`src/hdl/wsm_ram.sv`:
```
// Generic simple dual-port RAM with registered read.
module wsm_ram #(
    parameter int WIDTH = 8,
    parameter int DEPTH = 16
) (
    input  logic                     aclk,
    input  logic                     wr_en,
    input  logic [$clog2(DEPTH)-1:0] wr_addr,
    input  logic [WIDTH-1:0]         wr_data,
    input  logic                     rd_en,
    input  logic [$clog2(DEPTH)-1:0] rd_addr,
    output logic [WIDTH-1:0]         rd_data
);

    logic [WIDTH-1:0] mem [DEPTH];
    logic [WIDTH-1:0] rd_data_reg;

    always_ff @(posedge aclk) begin
        if (wr_en) begin
            mem[wr_addr] <= wr_data;
        end
        if (rd_en) begin
            rd_data_reg <= mem[rd_addr];
        end
    end

    assign rd_data = rd_data_reg;

endmodule

```
`config.mk`:
```
export PLATFORM = sky130hd
export DESIGN_NAME = wsm_ram
export DESIGN_NICKNAME = d
export VERILOG_FILES = /design/src/hdl/wsm_ram.sv
export SDC_FILE = /design/constraint.sdc
export NUM_CORES = 1
export LEC_CHECK = 0
export ABC_AREA = 0
export BUFFER_PORTS_ARGS = -buffer_cell sky130_fd_sc_hd__buf_2
export CORE_ASPECT_RATIO = 1.1
export CORE_MARGIN = 2
export CORE_UTILIZATION = 35
export CTS_CLUSTER_DIAMETER = 60
export DETAILED_ROUTE_END_ITERATION = 8
export GPL_TIMING_DRIVEN = 0
export PLACE_DENSITY = 0.58
export SYNTH_ARGS = -nofsm -noshare
export SYNTH_HDL_FRONTEND = slang
export SYNTH_SLANG_ARGS = --single-unit
```
`constraint.sdc`:
```
create_clock -name aclk -period 1.72 [get_ports aclk]
set_input_delay 0.086 -clock aclk [delete_from_list [all_inputs] [get_ports aclk]]
set_output_delay 0.086 -clock aclk [all_outputs]
set_load 0.03 [all_outputs]
```
# After elaboration in Yosys (flattened, before gate mapping)
# Memories as Yosys holds them, arrays and structs flattened. A register that Yosys moved wholly into a read port is not among the register bits.
# Cells that the tools add are included.
[totals]
input_bits = 19
word_cells = 3
mem_bits_rw = 128
out_inout_bits = 8
ff_bits = 0
n_memories = 1
[classes]
mux = 2
[mem_list]
columns = ["name", "depth", "word_bits", "read_ports", "rd_clocked_by_memory_dff", "write_ports", "line", "text"]
rows = [
  ["mem", 16, 8, 1, 1, 1, "15", "logic [WIDTH-1:0] mem [DEPTH];"],
]
[ops]
columns = ["cell", "count"]
rows = [
  ["1-bit two-way mux", 2],
]

# Longest topological paths before layout
# Gate-level depths: netlist of the first run.
[logic_depth]
ltp_word = 2
depth_mapped = 5
ltp_nobuf = 3

# Worst setup path after synthesis of the first run
# Ideal clock, no wire load.
[synth_path]
path_type = "input -> register"
from = "input wr_addr[2]"
to = "memory mem[0][0], enable pin"
required_ns = 1.337
arrival_time_ns = 1.196
stages = 2
setup_slack_ns = 0.141
setup_ns = 0.383
path_buffers = 0
cell_sequence = "or3b_2 nor3_1"
[synth_lines]
columns = ["element", "line", "text"]
rows = [
  ["start, declared", "8", "input logic [$clog2(DEPTH)-1:0] wr_addr,"],
  ["end, declared", "15", ""],
]
# Straight into the memory's write port.

==> results of run 1 <==
## metrics by stage
step	cell area [sq um]	worst slack [ps]
2_1_floorplan	5230	141
3_3_place_gp	5590	-431
3_5_place_dp	5590	-500
4_1_cts	6150	85.3
5_1_grt	6160	51.1
6_report	6160	97.3
## per-layer routing
layer,vias to the layer above,wire (um),GRT usage
met5,-,0,0
met4,0,120,0.0698
met3,9,697,0.0420
met2,73,4900,0.204
met1,1229,4390,0.192
li1,1073,-,-
## layout by cell type (no fill, tap or decap), types with 2 or more instances in the layout
cell type / Yosys / routed
nor2_1: 13 / 13
clkbuf_16: 0 / 17
clkinv_1: 0 / 2
buf_6: 3 / 3
clkinvlp_4: 0 / 2
bufinv_16: 0 / 2
nand2_1: 9 / 9
nand2b_1: 2 / 2
a22oi_1: 16 / 16
nor3_1: 4 / 2
buf_2: 3 / 28
mux4_1: 14 / 14
edfxtp_1: 136 / 136
clkinv_2: 0 / 5
nand3b_1: 2 / 2
mux4_2: 18 / 18
clkdlybuf4s25_2: 3 / 3
clkbuf_1: 0 / 3
nor3_2: 0 / 2
## logic make-up after synthesis
kind of cell	after synthesis	synth area share
AND/OR/NAND/NOR	35	0.0314
buffers and inverters	10	0.0165
multiplexers	32	0.148
flip-flops	136	0.781
AO/OA/AOI/OAI	16	0.0230
## power by group through the flow
stage / logic [W] / clock network (W) / registers (W)
global placement: 0.000384 / 0 / 0.00382
CTS: 0.000391 / 0.00341 / 0.00375
finish: 0.000385 / 0.00335 / 0.00375
floorplan: 0.000188 / 0 / 0.00385
detailed placement: 0.000387 / 0 / 0.00382
global route: 0.000416 / 0.00356 / 0.00376
## layout make-up
cell class,count,area (sq um)
sequential,136,4080
multi-input combinational,83,1070
buffer,10,86.3
timing repair buffer,26,135
clock buffer,20,437
tap,192,240
clock inverter,11,108
fill,1318,8350
## timing repair
item,CTS,global route
endpoints found under the setup margin,8,0
hold buffers,1,0
resized for setup,1,0
endpoints found under the hold margin,8,0
## cell usage after synthesis
library cell     count  area share
nand2b_1             2      0.0024
mux4_1              14       0.070
nor3_1               4      0.0038
or3b_2               1      0.0017
nand2_1              9      0.0065
and2b_1              1      0.0014
buf_4                1      0.0014
nor2b_1              1      0.0012
clkdlybuf4s25_2      3      0.0057
nand3b_1             2      0.0029
a22oi_1             16       0.023
mux4_2              18       0.078
and2_1               1      0.0012
nor2_1              13      0.0093
buf_2                3      0.0029
nand3_1              1     0.00096
edfxtp_1           136        0.78
buf_6                3      0.0065
## worst paths after layout
kind,start,end,slack [ps],depth (start not counted)
setup / recovery,mem[2][2]$_DFFE_PP_,rd_data[2]$_DFFE_PP_,100,3
hold reg to reg,mem[14][3]$_DFFE_PP_,rd_data[3]$_DFFE_PP_,760,3
setup reg to reg,mem[2][2]$_DFFE_PP_,rd_data[2]$_DFFE_PP_,100,3
hold / removal,wr_data[4],mem[10][4]$_DFFE_PP_,60,1
==> flow_summary.yaml, run 1 <==
global_routing:
  grt_pass1_wl_um: 15300
  grt_pass1_vias: 2470
  grt_max_degree: 17
  grt_usage: 0.140
  overflow: 0
  antenna_found_initial: 0
die:
  pin_count: 27
  dieHeight_um: 132
  fp.coreArea_sq_um: 14500
  die_w_um: 121
  dieArea_sq_um: 15900
  start_util: 0.360
  rows: 46
timing:
  fin_skew_ps: 7.11
  maxSlewHeadroom: 0.166
  drv_slew: 0
  rsz0062_at_grt: "false"
  fin_setup_tns_ps: 0
  tightest_slew_ps: 1240
  hold_violations: 0
  fin_crit_ps: 1620
  holdWs_ps: 55.1
  report.final.setup_viol: 0
  clock.fmax_ghz: 0.616
  fin_crit_sh: 0.943
finish:
  drive_above_1_share: 0.287
  fin_cells: 478
  insertedDiodeCount: 0
  largest_reg_flops: 128
  final_nets: 293
  post-route-util: 0.425
  area_delta_synth_final_pct: 17.8
route:
  vias: 2384
  final_antenna_net_count: 0
  drc: 0
  dr.pass1.iters: 5
  routed_via_density: 4.99
  routed_wl_um: 10100
  first_iter_violations: 205
  routedWlPerCell_um: 21.2
power_and_ir_drop:
  p_sw_frac: 0.202
  power_frac_comb: 0.051
  total_power_w: 0.00749
  p_seq_frac: 0.501
  ir_drop_mv: 0.867
  p_int_w: 0.00598
  power.density_nw_per_um2: 1220
  switching_power_w: 0.00151
  leakage_nw: 2.02
  power_frac_clock: 0.447
yosys:
  netlist_instances: 229
  ys_types: 18
  yosysSeqAreaShare: 0.781
  synth_seq_cells: 136
  synth_area_sq_um: 5230
  yosysWarnings: 0
  syn_nets: 248
  avgSynthCellArea_sq_um: 22.8
flow_run:
  max_cap_viol_count: 0
cts:
  htree_num_levels: 4
  clockBufferDepth: 2
  cts_root_buf: "clkbuf_16"
  clkTransAtPathRegs_ps: 60
  post_cts_buffers: 0
  clk_latency_ps: 410
  cts_tree: "yes"
  numCtsBuffers: 17
  clock-sinks: 136
run_status:
  status: "finished, final reports clean"
critical_path:
  end_kind: "flip-flop"
  cp.arrival_ps: 1770
  critPathLaunchType: "flip-flop"
  crit_type: "flip-flop to flip-flop"
  critPathBufInv: 0
  cpMaxStageDelayCell: "mux4_1"
  crit_family: "multiplexers"
  path_cells: "mux4_1 -> a22oi_1 -> nand2_1"
  max_stage_delay_ps: 550
  crit_required_ps: 1870
  crit_path_max_fanout: 1
placement:
  dp_hpwl_um: 6470
  gp_congestion: 0.783
  dp_cells: 446
  port_buffers: 25
worst_hold_path:
  hold_path.class: "primary input to flip-flop"
No activity file was read; power rests on OpenSTA's default activity.
==> run 2: changes to the inputs <==
--- a/config.mk
+++ b/config.mk
@@ -13,7 +13,7 @@
 export CTS_CLUSTER_DIAMETER = 60
 export DETAILED_ROUTE_END_ITERATION = 8
 export GPL_TIMING_DRIVEN = 0
-export PLACE_DENSITY = 0.58
+export PLACE_DENSITY = 0.56
 export SYNTH_ARGS = -nofsm -noshare
 export SYNTH_HDL_FRONTEND = slang
 export SYNTH_SLANG_ARGS = --single-unit
==> flow_summary.yaml, run 2 (synthesis gave the netlist of run 1 again) <==
critical_path:
  crit_type: "flip-flop to flip-flop"
  cpMaxStageDelayCell: "mux4_1"
  critPathLaunchType: "flip-flop"
  crit_required_ps: 1870
  crit_path_max_fanout: 1
  max_stage_delay_ps: 530
  critPathBufInv: 0
  cp.arrival_ps: 1840
  end_kind: "flip-flop"
  crit_family: "multiplexers"
  path_cells: "mux4_1 -> a22oi_1 -> nand2_1"
finish:
  seqCellArea_sq_um: 4080
  insertedDiodeCount: 0
  area_delta_synth_final_pct: 18.9
  nFillCells: 1274
  post-route-util: 0.429
  drive_above_1_share: 0.289
  mostFrequentLayoutCell: "edfxtp_1"
  final_cell_mix: "edfxtp_1, buf_2, mux4_2"
  multi_input_area_sq_um: 1080
  final_nets: 293
  post-route-cell-area_sq_um: 6220
  largest_reg_flops: 128
global_routing:
  overflow: 0
  grt_pass1_vias: 2480
  grt_max_degree: 17
  antenna_found_initial: 0
  grt_pass1_wl_um: 15400
  grt_usage: 0.142
die:
  rows: 46
  die_w_um: 121
  dieHeight_um: 132
  start_util: 0.360
  pin_count: 27
  dieArea_sq_um: 15900
  fp.coreArea_sq_um: 14500
timing:
  clock.fmax_ghz: 0.592
  fin_skew_ps: 5.70
  hold_violations: 0
  rsz0062_at_grt: "false"
  fin_crit_sh: 0.982
  report.final.setup_viol: 0
  tightest_slew_ps: 870
  layout_setup_ws_ps: 31.5
  fin_setup_tns_ps: 0
  fin_crit_ps: 1690
  maxSlewHeadroom: 0.418
  drv_slew: 0
  holdWs_ps: 67.0
power_and_ir_drop:
  power.density_nw_per_um2: 1250
  leakage_nw: 2.05
  ir_drop_mv: 0.841
route:
  dr.pass1.iters: 4
  first_iter_violations: 218
  final_antenna_net_count: 0
  routed_wl_um: 10400
  vias: 2404
  routed_via_density: 5.02
  drc: 0
  routedWlPerCell_um: 21.7
cts:
  cts_root_buf: "clkbuf_16"
  clockBufferDepth: 2
  numCtsBuffers: 17
  htree_num_levels: 4
  cts_tree: "yes"
  clkTransAtPathRegs_ps: 50
  clk_latency_ps: 420
  clock-sinks: 136
placement:
  placed_area_sq_um: 5590
  dp_slack_ps: -451
  port_buffers: 25
  gp_congestion: 0.773
  dp_hpwl_um: 6580
flow_run:
  max_cap_viol_count: 0
worst_hold_path:
  hold_path.class: "primary input to flip-flop"
run_status:
  status: "finished, final reports clean"
run 2: cell type report:
type,instances,area share
Buffer,10,0.0139
Clock buffer,21,0.0708
Clock inverter,11,0.0248
Multi-Input combinational cell,83,0.173
Sequential cell,136,0.657
Tap cell,192,0.0386
Timing Repair Buffer,26,0.0217
run 2: power by group:
| group | internal, W | leakage [nW] | switching (W) |
|---|---|---|---|
| Combinational | 0.000146 | 0.527 | 0.000244 |
| Sequential | 0.00374 | 1.24 | 0.0000145 |
| Clock | 0.00240 | 0.287 | 0.00125 |
| Total | 0.00628 | 2.05 | 0.00151 |
run 2: worst paths after layout:
| path | to | startpoint | depth (start not counted) | slack [ps] |
|---|---|---|---|---|
| hold reg to reg | rd_data[3]$_DFFE_PP_ | mem[14][3]$_DFFE_PP_ | 3 | 750 |
| hold / removal | mem[6][6]$_DFFE_PP_ | wr_data[6] | 1 | 70 |
| setup / recovery | rd_data[2]$_DFFE_PP_ | mem[2][2]$_DFFE_PP_ | 3 | 30 |
| setup reg to reg | rd_data[2]$_DFFE_PP_ | mem[2][2]$_DFFE_PP_ | 3 | 30 |
run 2: per-layer routing:
| metal | track usage | part of all wire | up-vias |
|---|---|---|---|
| met1 | 0.196 | 0.44 | 1239 |
| met5 | 0 | 0 | - |
| met2 | 0.208 | 0.49 | 77 |
| met3 | 0.0519 | 0.055 | 16 |
| met4 | 0.0543 | 0.014 | 0 |
| li1 | - | - | 1072 |
run 2: repair_timing:
item | in CTS | in global routing
setup endpoints to repair | 0 | 8
hold buffers | 1 | 0
gates resized for setup | 0 | 1
hold endpoints to repair | 8 | 0
setup buffers | 0 | 0
run 2: stage by stage:
step                total power (W)  cells
global placement            0.00420    446
global route                0.00805    479
floorplan                   0.00404    229
CTS                         0.00787    479
finish                      0.00779    479
detailed placement          0.00421    446
==> run 3: changes to the inputs <==
--- a/config.mk
+++ b/config.mk
@@ -13,7 +13,8 @@
 export CTS_CLUSTER_DIAMETER = 60
 export DETAILED_ROUTE_END_ITERATION = 8
 export GPL_TIMING_DRIVEN = 0
-export PLACE_DENSITY = 0.56
+export MAX_ROUTING_LAYER = met4
+export PLACE_DENSITY = 0.58
 export SYNTH_ARGS = -nofsm -noshare
 export SYNTH_HDL_FRONTEND = slang
 export SYNTH_SLANG_ARGS = --single-unit
==> constraint.sdc (replaced) <==
create_clock -name aclk -period 1.45 [get_ports aclk]
set_input_delay 0.0725 -clock aclk [delete_from_list [all_inputs] [get_ports aclk]]
set_output_delay 0.0725 -clock aclk [all_outputs]
set_load 0.03 [all_outputs]
==> flow_summary.yaml, run 3 (synthesis gave the netlist of run 1 again) <==
run_status:
  status: "finished with violations"
  failed_checks: "setup timing"
finish:
  post-route-util: 0.426
  drive_above_1_share: 0.348
  final_nets: 293
  final_cell_mix: "edfxtp_1, buf_2, mux4_2"
  insertedDiodeCount: 0
  area_delta_synth_final_pct: 18.1
  mostFrequentLayoutCell: "edfxtp_1"
  post-route-cell-area_sq_um: 6170
  largest_reg_flops: 128
die:
  dieArea_sq_um: 15900
  pin_count: 27
  dieHeight_um: 132
  fp.coreArea_sq_um: 14500
  rows: 46
  start_util: 0.360
  die_w_um: 121
route:
  vias: 2398
  routed_via_density: 5.01
  final_antenna_net_count: 0
  drc: 0
  first_iter_violations: 161
  routedWlPerCell_um: 21.6
  dr.pass1.iters: 4
  routed_wl_um: 10300
worst_hold_path:
  hold_path.class: "primary input to flip-flop"
  holdPathEnd: "mem[15][6]$_DFFE_PP_"
  min-delay-start: "wr_data[6]"
  hold_depth: 1
global_routing:
  grt_usage: 0.143
  grt_max_degree: 17
  overflow: 0
  antenna_found_initial: 0
  grt_pass1_wl_um: 15100
  grt_pass1_vias: 2466
critical_path:
  end_kind: "flip-flop"
  r2r_slack_ps: -50
  cp.arrival_ps: 1650
  crit_required_ps: 1600
  r2r-end: "rd_data[0]$_DFFE_PP_"
  crit_path_max_fanout: 1
  critPathLaunchType: "flip-flop"
  crit_type: "flip-flop to flip-flop"
  reg2reg_depth: 3
  reg2reg_from: "mem[0][0]$_DFFE_PP_"
placement:
  gp_congestion: 0.822
  dp_hpwl_um: 6340
  placed_area_sq_um: 5600
  port_buffers: 25
timing:
  fin_crit_ps: 1500
  layout_setup_ws_ps: -46.0
  maxSlewHeadroom: 0.151
  hold_violations: 0
  report.final.setup_viol: 3
  rsz0062_at_grt: "true"
  tightest_slew_ps: 1260
  drv_slew: 0
  clock.fmax_ghz: 0.668
  fin_skew_ps: 4.61
  fin_crit_sh: 1.03
power_and_ir_drop:
  power.density_nw_per_um2: 1440
  leakage_nw: 2.00
  ir_drop_mv: 1.02
cts:
  clock-sinks: 136
  cts_tree: "yes"
  cts_root_buf: "clkbuf_16"
  post_cts_buffers: 0
  clockBufferDepth: 2
  htree_num_levels: 4
  clkTransAtPathRegs_ps: 50
  clk_latency_ps: 420
  numCtsBuffers: 17
flow_run:
  max_cap_viol_count: 0
-- run 3: changes by cell type in the layout (fill, tap and decap cells not counted), moves of 4 or more --
cell | previous run | this run
a22oi_1 | 16 | 8
clkinv_2 | 3 | 7
mux4_2 | 18 | 26
a22oi_2 | 0 | 8
mux4_1 | 14 | 6
-- run 3: area by class of cell --
| type | instances | area, sq um |
|---|---|---|
| flip-flops and latches | 136 | 4080 |
| clock inverters | 11 | 106 |
| repair buffers | 26 | 135 |
| clock buffers | 21 | 440 |
| multi-input cells | 83 | 1080 |
| fillers | 1272 | 8330 |
| well taps | 192 | 240 |
| plain buffers | 10 | 86.3 |
-- run 3: stage by stage --
step	cells	hold WS (ps)	setup TNS, ps	setup slack, ps	total power (W)
6_report	479	54.5	-87.5	-46.0	0.00892
5_1_grt	479	51.1	-360	-76.1	0.00918
4_1_cts	479	40.7	-46.6	-31.5	0.00900
3_5_place_dp	446	415	-23860	-455	0.00499
3_3_place_gp	446	409	-22580	-444	0.00498
2_1_floorplan	229	171	0	95.1	0.00479
-- run 3: worst max-delay path: stages, from the launching register on --
cell,delay (ps)
edfxtp_1,360
mux4_2,490
a22oi_2,250
nand2_1,130
-- run 3: repair_timing --
action / in CTS / in global routing
hold endpoints to repair: 8 / 0
pin swaps: 7 / 2
endpoints found under the setup margin: 15 / 8
gates resized for setup: 14 / 3
hold buffers: 1 / 0
-- run 3: worst max-delay path by stage --
stage	from	endpoint	slack, ps	depth (start not counted)
6_report	mem[0][0]$_DFFE_PP_	rd_data[0]$_DFFE_PP_	-50	3
5_1_grt	mem[3][4]$_DFFE_PP_	rd_data[4]$_DFFE_PP_	-80	3
4_1_cts	mem[0][2]$_DFFE_PP_	rd_data[2]$_DFFE_PP_	-30	3
3_5_place_dp	wr_addr[2]	mem[8][2]$_DFFE_PP_	-450	3
3_3_place_gp	wr_addr[2]	mem[8][1]$_DFFE_PP_	-440	3
2_1_floorplan	rd_addr[0]	rd_data[1]$_DFFE_PP_	100	5
-- run 3: layer usage --
| metal | global-route usage | wire [um] |
|---|---|---|
| met2 | 0.207 | 4950 |
| met5 | - | 0 |
| met3 | 0.0476 | 716 |
| met1 | 0.183 | 4460 |
| met4 | 0.0633 | 199 |
-- run 3: power breakdown --
group	internal (W)	switching, W
registers	0.00443	0.0000185
clock network	0.00249	0.00149
logic	0.000183	0.000297
total	0.00711	0.00181
