### config.mk
export PLATFORM = sky130hd
export DESIGN_NAME = wsm_div
export DESIGN_NICKNAME = d
export VERILOG_FILES = /design/src/hdl/wsm_pkg.sv /design/src/hdl/wsm_div.sv
export SDC_FILE = /design/constraint.sdc
export NUM_CORES = 1
export LEC_CHECK = 0
export BUFFER_PORTS_ARGS = -buffer_cell sky130_fd_sc_hd__buf_2
export CAP_MARGIN = 40
export CORE_ASPECT_RATIO = 1.4
export CORE_UTILIZATION = 35
export CTS_CLUSTER_SIZE = 30
export DETAILED_ROUTE_END_ITERATION = 7
export PLACE_DENSITY = 0.55
export SLEW_MARGIN = 20
export SYNTH_ARGS = -nofsm -noshare
export SYNTH_HDL_FRONTEND = slang
export SYNTH_SLANG_ARGS = --single-unit
### constraint.sdc
create_clock -name aclk -period 3.62 [get_ports aclk]
set_clock_uncertainty 0.2 [all_clocks]
set_input_delay 0.543 -clock aclk [delete_from_list [all_inputs] [get_ports aclk]]
set_output_delay 0.543 -clock aclk [all_outputs]
set_load 0.02 [all_outputs]
### src/hdl/wsm_pkg.sv
// Shared constants, types and helper functions of the stack machine step core.
package wsm_pkg;

    localparam int STACK_DEPTH  = 256;
    localparam int LABEL_DEPTH  = 32;
    localparam int LOCAL_COUNT  = 64;
    localparam int GLOBAL_COUNT = 16;
    localparam int MEMORY_BYTES = 65536;

    localparam int PC_W  = 17;
    localparam int ST_W  = 3;
    localparam int CMD_W = 8;
    localparam int IMM_W = 64;
    localparam int VAL_W = 64;
    localparam int CFG_W = 17;
    localparam int SP_W  = $clog2(STACK_DEPTH + 1);
    localparam int SA_W  = $clog2(STACK_DEPTH);
    localparam int LSP_W = $clog2(LABEL_DEPTH + 1);
    localparam int LA_W  = $clog2(LABEL_DEPTH);
    localparam int LI_W  = (LOCAL_COUNT > 1) ? $clog2(LOCAL_COUNT) : 1;
    localparam int GI_W  = (GLOBAL_COUNT > 1) ? $clog2(GLOBAL_COUNT) : 1;
    localparam int MA_W  = $clog2(MEMORY_BYTES);
    localparam int LIM_W = (MA_W + 1 > CFG_W) ? MA_W + 1 : CFG_W;

    localparam int IN_RAW  = CMD_W + IMM_W;
    localparam int IN_W    = ((IN_RAW + 7) / 8) * 8;
    localparam int OUT_RAW = PC_W + ST_W + VAL_W + SP_W;
    localparam int OUT_W   = ((OUT_RAW + 7) / 8) * 8;

    localparam logic [ST_W-1:0] STAT_RUN   = 3'd0;
    localparam logic [ST_W-1:0] STAT_DONE  = 3'd1;
    localparam logic [ST_W-1:0] STAT_MEM   = 3'd2;
    localparam logic [ST_W-1:0] STAT_UNK   = 3'd3;
    localparam logic [ST_W-1:0] STAT_DIV   = 3'd4;
    localparam logic [ST_W-1:0] STAT_STACK = 3'd5;

    localparam logic CFG_CODE_LENGTH = 1'b0;
    localparam logic CFG_MEMORY_SIZE = 1'b1;

    localparam logic [7:0] OP_BLOCK      = 8'h02;
    localparam logic [7:0] OP_LOOP       = 8'h03;
    localparam logic [7:0] OP_IF         = 8'h04;
    localparam logic [7:0] OP_END        = 8'h0B;
    localparam logic [7:0] OP_BR         = 8'h0C;
    localparam logic [7:0] OP_BR_IF      = 8'h0D;
    localparam logic [7:0] OP_DROP       = 8'h1A;
    localparam logic [7:0] OP_SELECT     = 8'h1B;
    localparam logic [7:0] OP_LOCAL_GET  = 8'h20;
    localparam logic [7:0] OP_LOCAL_SET  = 8'h21;
    localparam logic [7:0] OP_LOCAL_TEE  = 8'h22;
    localparam logic [7:0] OP_GLOBAL_GET = 8'h23;
    localparam logic [7:0] OP_GLOBAL_SET = 8'h24;
    localparam logic [7:0] OP_LOAD32     = 8'h28;
    localparam logic [7:0] OP_LOAD8_S    = 8'h2C;
    localparam logic [7:0] OP_LOAD8_U    = 8'h2D;
    localparam logic [7:0] OP_STORE32    = 8'h36;
    localparam logic [7:0] OP_STORE8     = 8'h3A;
    localparam logic [7:0] OP_I32_CONST  = 8'h41;
    localparam logic [7:0] OP_I64_CONST  = 8'h42;
    localparam logic [7:0] OP_EQZ        = 8'h45;
    localparam logic [7:0] OP_EQ         = 8'h46;
    localparam logic [7:0] OP_NE         = 8'h47;
    localparam logic [7:0] OP_LT_S       = 8'h48;
    localparam logic [7:0] OP_LT_U       = 8'h49;
    localparam logic [7:0] OP_GT_S       = 8'h4A;
    localparam logic [7:0] OP_GT_U       = 8'h4B;
    localparam logic [7:0] OP_LE_S       = 8'h4C;
    localparam logic [7:0] OP_LE_U       = 8'h4D;
    localparam logic [7:0] OP_ADD        = 8'h6A;
    localparam logic [7:0] OP_SUB        = 8'h6B;
    localparam logic [7:0] OP_MUL        = 8'h6C;
    localparam logic [7:0] OP_DIV_S      = 8'h6D;
    localparam logic [7:0] OP_REM_S      = 8'h6F;
    localparam logic [7:0] OP_AND        = 8'h71;
    localparam logic [7:0] OP_OR         = 8'h72;
    localparam logic [7:0] OP_SHL        = 8'h74;
    localparam logic [7:0] OP_SHR_S      = 8'h75;

    typedef enum logic [2:0] {
        S_IDLE,
        S_RDB,
        S_EXEC,
        S_DIV,
        S_MEM
    } state_t;

    typedef struct packed {
        logic       known;
        logic [1:0] pops;
        logic       pushes;
    } shape_t;

    typedef struct packed {
        logic [PC_W-1:0]  pc;
        logic [ST_W-1:0]  st;
        logic [SP_W-1:0]  sp;
        logic [LSP_W-1:0] lsp;
        logic             push;
        logic [VAL_W-1:0] res;
        logic [VAL_W-1:0] top;
        logic             halt;
    } commit_t;

    function automatic logic [VAL_W-1:0] sx32(input logic [31:0] v);
        return {{(VAL_W-32){v[31]}}, v};
    endfunction

    function automatic shape_t op_shape(input logic [7:0] op);
        shape_t s;
        s = '{known: 1'b1, pops: 2'd0, pushes: 1'b0};
        case (op)
            OP_I32_CONST, OP_I64_CONST, OP_LOCAL_GET, OP_GLOBAL_GET: s.pushes = 1'b1;
            OP_LOCAL_SET, OP_GLOBAL_SET, OP_IF, OP_BR_IF, OP_DROP: s.pops = 2'd1;
            OP_LOCAL_TEE, OP_EQZ, OP_LOAD32, OP_LOAD8_S, OP_LOAD8_U: begin
                s.pops = 2'd1;
                s.pushes = 1'b1;
            end
            OP_EQ, OP_NE, OP_LT_S, OP_LT_U, OP_GT_S, OP_GT_U, OP_LE_S, OP_LE_U,
            OP_ADD, OP_SUB, OP_MUL, OP_DIV_S, OP_REM_S, OP_AND, OP_OR,
            OP_SHL, OP_SHR_S: begin
                s.pops = 2'd2;
                s.pushes = 1'b1;
            end
            OP_STORE32, OP_STORE8: s.pops = 2'd2;
            OP_BLOCK, OP_LOOP, OP_END, OP_BR: s.pops = 2'd0;
            OP_SELECT: begin
                s.pops = 2'd3;
                s.pushes = 1'b1;
            end
            default: s.known = 1'b0;
        endcase
        return s;
    endfunction

endpackage

### src/hdl/wsm_div.sv
// Iterative signed 32-bit divider, one quotient bit per cycle.
module wsm_div
    import wsm_pkg::*;
(
    input  logic        aclk,
    input  logic        aresetn,
    input  logic        start,
    input  logic [31:0] dividend,
    input  logic [31:0] divisor,
    output logic        done,
    output logic [31:0] quotient,
    output logic [31:0] remainder
);

    logic        busy_reg;
    logic        done_reg;
    logic [5:0]  cnt_reg;
    logic [31:0] rem_reg;
    logic [31:0] quo_reg;
    logic [31:0] dvs_reg;
    logic        neg_q_reg;
    logic        neg_r_reg;
    logic [32:0] shifted;
    logic [32:0] diff;

    assign shifted = {rem_reg, quo_reg[31]};
    assign diff    = shifted - {1'b0, dvs_reg};

    always_ff @(posedge aclk) begin
        if (!aresetn) begin
            busy_reg <= 1'b0;
            done_reg <= 1'b0;
            cnt_reg  <= '0;
        end else begin
            done_reg <= 1'b0;
            if (start) begin
                busy_reg <= 1'b1;
                cnt_reg  <= 6'd32;
            end else if (busy_reg) begin
                cnt_reg <= cnt_reg - 6'd1;
                if (cnt_reg == 6'd1) begin
                    busy_reg <= 1'b0;
                    done_reg <= 1'b1;
                end
            end
        end
    end

    always_ff @(posedge aclk) begin
        if (start) begin
            rem_reg   <= '0;
            quo_reg   <= dividend[31] ? 32'(-dividend) : dividend;
            dvs_reg   <= divisor[31] ? 32'(-divisor) : divisor;
            neg_q_reg <= dividend[31] ^ divisor[31];
            neg_r_reg <= dividend[31];
        end else if (busy_reg) begin
            if (!diff[32]) begin
                rem_reg <= diff[31:0];
                quo_reg <= {quo_reg[30:0], 1'b1};
            end else begin
                rem_reg <= shifted[31:0];
                quo_reg <= {quo_reg[30:0], 1'b0};
            end
        end
    end

    assign done      = done_reg;
    assign quotient  = neg_q_reg ? 32'(-quo_reg) : quo_reg;
    assign remainder = neg_r_reg ? 32'(-rem_reg) : rem_reg;

endmodule
Word level (Yosys, flattened, before mapping)
Index checks and enable logic that the tools add are counted.
{ "op_classes": {"addsub": 6, "n_eq_ne": 1, "mux": 14, "bitwise_logic": 3, "reduce_logical": 3} }
{ "op_table": {"columns": ["op", "n"], "rows": [
  ["two-way mux 32 bit", 6],
  ["negator 32 bit", 4],
  ["subtractor 33 x 32 -> 33 bit", 1],
  ["two-way mux 31 bit", 1],
  ["two-way mux 6 bit", 2],
  ["== test 6 x 1 -> 1 bit (second input constant)", 1],
  ["subtractor 6 x 1 -> 6 bit (second input constant)", 1],
  ["two-way mux 1 bit", 5],
  ["OR reduction 3 bit", 1],
  ["inverter 1 bit", 2],
  ["nonzero test 2 bit", 1],
  ["OR reduction 2 bit", 1],
  ["XOR 1 bit", 1]
]} }
{ "word_totals": {"regBits": 106, "output_inout_bits": 65} }

Logic depth before layout (Yosys ltp)
Gate-level depths: netlist of run 1.
{ "depth": {"depth_word": 4, "ltp_mapped": 14, "mapped_depth_nobuf": 12} }

Worst setup path before layout of run 1
Ideal clock, no wire load.
{ "synth_timing": {"kind": "reg-to-output", "from": "register rem_reg[0]", "to": "output remainder[30]", "arrival_ns": 2.772, "setup_slack_ns": 0.105, "path_stages_with_launch": 11, "path_buffers": 0, "cell_sequence": "dfxtp_1 inv_1 ha_1 nand3b_1 or3_1 or3_1 or4_1 nand2b_1 nand2b_1 o21ai_1 xnor2_1"} }
{ "synth_between": {"elab_chain_len": 2} }
{ "synth_lines": {"columns": ["element", "line", "source"], "rows": [
  ["start, declared", "wsm_div.sv:18", "logic [31:0] rem_reg;"],
  ["start signal, assigned", "wsm_div.sv:58", "rem_reg <= diff[31:0];"],
  ["start signal, assigned", "wsm_div.sv:61", "rem_reg <= shifted[31:0];"],
  ["negator 32 bit", "wsm_div.sv:69", "assign remainder = neg_r_reg ? 32'(-rem_reg) : rem_reg;"],
  ["two-way mux 32 bit", "wsm_div.sv:69", null],
  ["end, declared", "wsm_div.sv:12", "output logic [31:0] remainder"]
]} }
No other way between the ends.

Worst setup path in the final report of run 1
{ "layout_timing": {"from": "register rem_reg[4]", "to": "output remainder[28]"} }
Same word-level chain as after synthesis.

==> impl.org, run 1 <==
** STA
- Setup violations remaining at the end of the flow were counted as 11.
- Worst slew margin relative to its limit :: 45.05%
- Max Freq :: ~260 MHz
- Worst Tran Pin Value :: about 0.8 ns
- Time the final worst path needs with I/O delays and setup :: a little under 4 ns
- In the post-route analysis, the smallest setup slack over all paths is -0.2386 ns.
- Number of pins exceeding their max-slew limit in the final report :: 0
- The final hold violation count is 0.
- Setup repair after global routing could not meet its margin everywhere.
- Final period util :: 106.6%

** Placement
- # port buffers :: approximately 130
- Hpwl dp :: roughly 17000 um
- At the end of routability-driven placement, the weighted congestion stood at around 0.88.
- Area after detailed placement :: 0.009853 mm^2
- Post-placement setup slack :: -0.01380 ns

** Clock tree
- TritonCTS buffer count :: 9
- TritonCTS clock tree :: done
- Clock slew at reported path FFs :: roughly 0.08 ns
- Count of clock tree sinks :: between 100 and 150
- Clock latency reported for the late side of the worst-skew pair :: 0.36 ns
- Largest buffer count on any clock path :: 2
- The H-tree generated during clock tree synthesis spans 3 levels.
- Cell at the root of the clock tree :: clkbuf_16

** Global route
- For this run, the total global-route usage over all layers was measured as between 10% and 20%.
- Wire length of the first global-routing pass :: around 37000 um
- Number of global-route vias before repair :: between 7000 and 8000
- Antenna violations before repair :: 0
- Global routing finished with a remaining overflow of 0.
- Largest net degree at the start of global routing :: roughly 110

** Min path
- Startpoint of the tightest hold check path :: divisor[0]
- The min-delay analysis places its worst path in the category input port to register.
- Hold path endpoint :: dvs_reg[0]
- Instance count along the most critical hold path :: 1

** Power and ir drop
- Summed over all nets, the switching power comes to ~1.7 mW.
- The worst-case IR drop observed on VDD is about 0.27 mV.
- Internal power comes to between 2 and 3 mW.
- Sequential cells account for approximately a third of the total power.
- Static leakage :: 4.394 nW
- Net switching share of the total power :: a little under two fifths
- Per report_power, the clock group accounts for between 20% and 30% of the total.
- PwrDens :: 422.3 mW/mm^2
- Fraction of power consumed by combinational cells :: 43.5%

** Synthesis
- Synth area leaders :: edfxtp_1 (23%), xnor2_1 (9.9%), dfxtp_1 (9.5%)
- In this run, synthesis inferred between 60 and 70 flip-flops with an integrated enable.
- Most area-hungry cell type in the Yosys netlist :: edfxtp_1
- Most repeated cell in the gate-level netlist after synthesis :: nand2_1
- The number of nets in the synthesized netlist is ~1100.
- Counting flops with an async set or reset pin after synthesis yields a share of 0%.
- The cell count after synthesis came out at around 1000.
- Most instantiated cells after synthesis :: nand2_1 (121), xnor2_1 (96), nor2_1 (93), a21oi_1 (69), edfxtp_1 (66)
- Mean cell area of the mapped netlist :: roughly 8.3 um^2
- Post-synthesis sequential area ratio :: between 30 and 40%
- The synthesized netlist contains 64 unique library cells.
- Counting flops and latches in the post-synthesis netlist gives ~110.
- The top cell type by area accounts for between 20% and 30% of the synthesized area.
- In this run the cell area of the synthesized design comes to 0.008452 mm^2.
- The most used flip-flop cell after synthesis is edfxtp_1.
- Number of warnings reported in the yosys synthesis log :: 0

** Die
- For this configuration, the core starts out at a cell density of between 30 and 40%.
- Horizontal extent of the die :: around 130 um
- The floorplan step defined a die boundary enclosing approximately 0.025 mm^2.
- Core outline area :: around 0.023 mm^2
- Height of the chip :: 185.9 um
- I/O pins :: 132
- In this run the core area contains 66 standard-cell rows.

** Drt
- Wires add up to between 20000 and 25000 um.
- The detailed router finished its first iteration with between 300 and 400 violations.
- Routed via count divided by cell count :: ~5.2
- Routed len/inst :: approximately 15 um
- Via Count :: between 7000 and 8000
- In the routed design, unresolved DRC markers number 0.
- Antenna-violating nets left :: 0
- TritonRoute pass-1 iters :: 4

** Worst setup path
- Setup crit start kind :: register
- STA puts the critical path data required time at between 2 and 3 ns.
- Source of the worst register-to-register timing path :: quo_reg[31]
- Along the worst path, the maximum fanout reaches 3.
- The worst register-to-register path has a setup slack of 0.20 ns.
- For the worst setup path, the data arrival time is 3.12 ns.
- Destination of the worst register-to-register timing path :: rem_reg[7]
- The worst setup path is captured at a primary output.
- The critical path is of the register to primary output type.
- Measured in cells, the most critical reg-to-reg path has a length of 13.

** Final layout
- Fraction of layout cells with a size suffix above 1 :: roughly 25%
- Post-Layout Inst Area :: about 0.011 mm^2
- Area growth from synthesis to layout :: 26.22%
- The final layout contains about 1300 nets.
- Diodes inserted :: 0

** Outcome
- The checks that failed: setup timing.
- The run finished, with violations left.

** Flow run
- Max-cap violations in this run came to 0.
==> power by group through the flow <==
stage	combinational, mW	sequential, mW	clock, mW
after CTS	1.88	1.55	1.02
final	1.96	1.55	0.992
after floorplan	1.21	1.55	0
after global placement	1.81	1.57	0
after detailed placement	1.81	1.57	0
after global routing	2.15	1.57	1.07
==> cell families after synthesis <==
group	share of synthesized area, %
buf+inv	4.841
xor+xnor	15.93
simple gates	19.25
flops	32.92
compound gates	20.84
fa+ha+maj	5.862
mux	0.3553
==> per-stage QoR <==
step	cells	TNS, ns	total power, mW	hold WS, ns	util [%]
5_1_grt	1507	-3.120	4.790	0.2292	45.49
3_3_place_gp	1474	-0.1214	3.372	0.2745	42.01
4_1_cts	1494	-1.476	4.458	0.2239	44.38
3_5_place_dp	1474	-0.01766	3.379	0.2931	42.01
2_1_floorplan	1015	0	2.764	0.2627	-
6_report	1507	-1.720	4.504	0.2361	45.49
==> how the worst max path moves through the flow <==
stage	cells after the start	slack, ns	end	start
after detailed placement	10	-0.01	remainder[29]	rem_reg[2]
final	10	-0.24	remainder[28]	rem_reg[4]
after global placement	10	-0.05	remainder[30]	rem_reg[2]
after global routing	10	-0.34	remainder[30]	rem_reg[4]
after floorplan	10	0.11	remainder[30]	rem_reg[0]
after CTS	9	-0.23	remainder[26]	rem_reg[4]
==> worst max-delay path, cell delays in order (launching register included) <==
cell and delay, ns:
dfxtp_2 0.34, nor3_4 0.19, nand3b_1 0.13, or3_4 0.39, or3_4 0.40, or4_4 0.50, nand2b_4 0.17, nand2b_4 0.19
o21ai_2 0.15, xnor2_1 0.14, buf_4 0.17
==> what timing repair did <==
item	4_1_cts	5_1_grt
setup buffers	4	12
cloned	0	1
hold buffers	0	0
gates resized for setup	56	21
pin swaps	14	14
setup endpoints to repair	21	49
endpoints found under the hold margin	0	0
==> per-layer routing <==
layer,track usage (%),vias up,wire (um)
met1,21.77,3600,10010
met3,1.825,26,597
met4,5.455,0,397
li1,-,4008,-
met5,0,-,0
met2,34.44,142,11820
==> cell usage in the layout (no fill, tap or decap), types with 50 or more instances in the layout <==
| cell type | count |
|---|---|
| xor2_1 | 54 |
| nor2_1 | 93 |
| buf_2 | 119 |
| xnor2_1 | 95 |
| edfxtp_1 | 66 |
| nand2_1 | 120 |
| o21ai_0 | 50 |
| a21oi_1 | 68 |
| inv_1 | 52 |
| buf_4 | 95 |
==> cell type report <==
cell class	instances	area, um^2
timing repair buffer	220	1416
inverter	54	202.7
tap	306	382.9
sequential	106	2788
fill	2341	12780
clock inverter	5	56.30
multi-input combinational	805	5589
clock buffer	11	232.7
Note: power is estimated with default switching activity, not from simulation.
==> run 2, diff against run 1 <==
==> constraint.sdc (replaced) <==
create_clock -name aclk -period 3.62 [get_ports aclk]
set_clock_uncertainty 0.2 [all_clocks]
set_input_delay 0.181 -clock aclk [delete_from_list [all_inputs] [get_ports aclk]]
set_output_delay 0.181 -clock aclk [all_outputs]
set_load 0.02 [all_outputs]
==> impl.org, run 2 (synthesis gave the netlist of run 1 again) <==
** Outcome
- Outcome :: completed

** Die
- The floorplan step set the die width to roughly 130 um.
- Initial core utilization :: between 30% and 40%
- Overall die area :: ~0.025 mm^2
- During I/O placement, the number of pins put on the boundary was 132.
- In this run the core area contains 66 standard-cell rows.
- Height of the chip :: approximately 190 um
- Core outline area :: 0.02345 mm^2

** Worst setup path
- The worst setup path is captured at a primary output.
- STA classifies the critical path startpoint as a register.
- Data arrives at the worst endpoint at 3.14 ns.
- Top fanout value on the critical path :: 5
- Tracing the worst setup path back leads to its startpoint at rem_reg[7].
- Critical path class :: register to primary output
- Data on the critical path is required at its endpoint by 3.24 ns.
- Source of the worst register-to-register timing path :: rem_reg[0]

** Global route
- Entering global routing, the biggest net connects 86 pins.
- Number of global-route vias before repair :: between 7000 and 8000
- For this run the aggregate overflow at the end of global routing stands at 0.
- In the global route stage, met3 resource usage came out at 1.797%.
- Routing layer with the top usage in global route :: met2
- The initial antenna violation count was 0.
- Wire length of the first global-routing pass :: around 36000 um
- Global routing consumed, over all layers together, 18.31% of the routing resources.
- For met1 alone, demand over resource in global routing was roughly 22%.
- Global routing consumed, on the met2 layer, 33.13% of the routing resources.

** Clock tree
- For this design, the sink count on the clock tree is around 110.
- TritonCTS buffer count :: 9
- H-tree levels :: 3
- TritonCTS clock tree :: done
- Largest buffer count on any clock path :: 2
- Clock slew at reported path FFs :: ~0.080 ns
- For the worst-skew pair, the clock arrives at the later sink with an insertion delay of between 0.3 and 0.4 ns.
- Cell at the root of the clock tree :: clkbuf_16

** Final layout
- The filler cells instantiated in the layout total 2383.
- Cells with a size suffix above 1 make up between 20% and 30% of the layout.
- The repair_antennas step left the layout with diodes totalling 0.
- The area growth from synthesis to layout is 25.61%.
- After routing the design area is about 0.011 mm^2.
- The library cells used most frequently in the layout, excluding fill and tap cells, are buf_2 (127), nand2_1 (121), xnor2_1 (95).
- Leaving out fill and tap cells, the most frequent cell in the layout is buf_2.
- The net count of the finished layout is about 1300.

** Placement
- Hpwl dp :: between 15000 and 20000 um
- In this run the tool buffered the top-level ports with 131 buffer cells.
- Before CTS, the worst setup slack after placement is 0.007333 ns.
- The congestion estimate from routability-driven global placement came to 0.8670.
- Area after detailed placement :: between 0.009 and 0.01 mm^2

** Drt
- In the final routed layout, each cell accounts on average for approximately 15 um.
- DRC violation count after routing :: 0
- Using the TritonRoute via totals, the vias-per-cell ratio works out to between 5 and 6.
- Antenna-violating nets left :: 0
- 1st-iter DRT viols :: approximately 370
- Before antenna repair, the detailed router went through 5 iterations.
- Routed Wire Length :: roughly 22000 um
- Via Count :: roughly 7800

** STA
- Final period util :: 97.31%
- Number of pins exceeding their max-slew limit in the final report :: 0
- Worst slew margin relative to its limit :: about three fifths
- For the pin with the worst max-slew slack, the measured transition is slightly below 0.6 ns.
- Time the final worst path needs with I/O delays and setup :: 3.523 ns
- After routing, the total negative slack on setup checks comes to 0 ns.
- Unrepaired setup endpoints after global routing :: yes
- Final Worst Setup Slack :: around 0.097 ns
- The final hold violation count was 0.
- Max Freq :: between 200 and 300 MHz
- Setup violations remaining at the end of the flow were counted as 0.

** Flow run
- Number of max-cap violations :: 0

** Power and ir drop
- PwrDens :: about 420 mW/mm^2
- The analysis attributes to cell leakage a power of about 4.4 nW.
- Across the VDD grid, the largest voltage drop is around 0.27 mV.
- Total Power Consumption :: between 4 and 5 mW

** Min path
- Class of the worst hold path :: input port to register
- The startpoint identified for the worst hold timing path is divisor[1].
[run 2: cell count changes in the layout (fill, tap and decap cells not counted), sizes merged]
cell / previous run / this run
dlygate4sd3: 0 / 32
buf: 219 / 194
inv: 54 / 58
clkinv: 3 / 1
bufinv: 1 / 0
clkinvlp: 1 / 0
[run 2: stage by stage]
stage | instances | utilization (%) | hold WS [ns]
after floorplan | 1015 | - | 0.07987
after global placement | 1450 | 41.25 | 0.2378
after detailed placement | 1451 | 41.31 | 0.2301
after CTS | 1501 | 44.47 | 0.01088
after global routing | 1514 | 45.27 | 0.03367
final | 1514 | 45.27 | 0.02144
[run 2: layout make-up]
class	count	area [um^2]	area share (%)
inverters	54	205.2	1.933
clock inverters	5	38.79	0.3654
repair buffers	227	1496	14.10
well taps	306	382.9	3.606
multi-input cells	805	5434	51.18
clock buffers	11	264.0	2.487
flip-flops and latches	106	2795	26.33
[run 2: worst max-delay path, stage by stage, from the launching register on]
cell      delay [ns]
dfxtp_1         0.36
or3_4           0.40
or3_4           0.34
or3_4           0.40
or4_4           0.52
nand2b_4        0.17
nand2b_4        0.15
o21ai_2         0.16
xnor2_1         0.13
buf_4           0.16
[run 2: repair_timing]
item,4_1_cts,5_1_grt
endpoints found under the setup margin,23,41
gates resized for setup,20,23
endpoints found under the hold margin,34,0
hold buffers,32,0
buffers inserted,2,12
pin swaps,2,6
[run 2: path summary, 6_finish.rpt]
check	to	cells after the start	slack, ns
worst max-delay path	remainder[28]	9	0.1
worst min register to register	cnt_reg[0]	2	0.29
worst min-delay path	dvs_reg[3]	3	0.02
worst max register to register	rem_reg[14]	13	0.29
[run 2: report_power, final]
part / switching, mW / total, mW / internal [mW]
Combinational: 1.09 / 1.88 / 0.788
Sequential: 0.134 / 1.56 / 1.43
Clock: 0.487 / 1.02 / 0.536
[run 2: per-layer routing]
| metal | wire length [um] | up-vias |
|---|---|---|
| met3 | 709 | 31 |
| met5 | 0 | - |
| met2 | 11230 | 162 |
| li1 | - | 4034 |
| met1 | 9945 | 3570 |
| met4 | 563 | 0 |
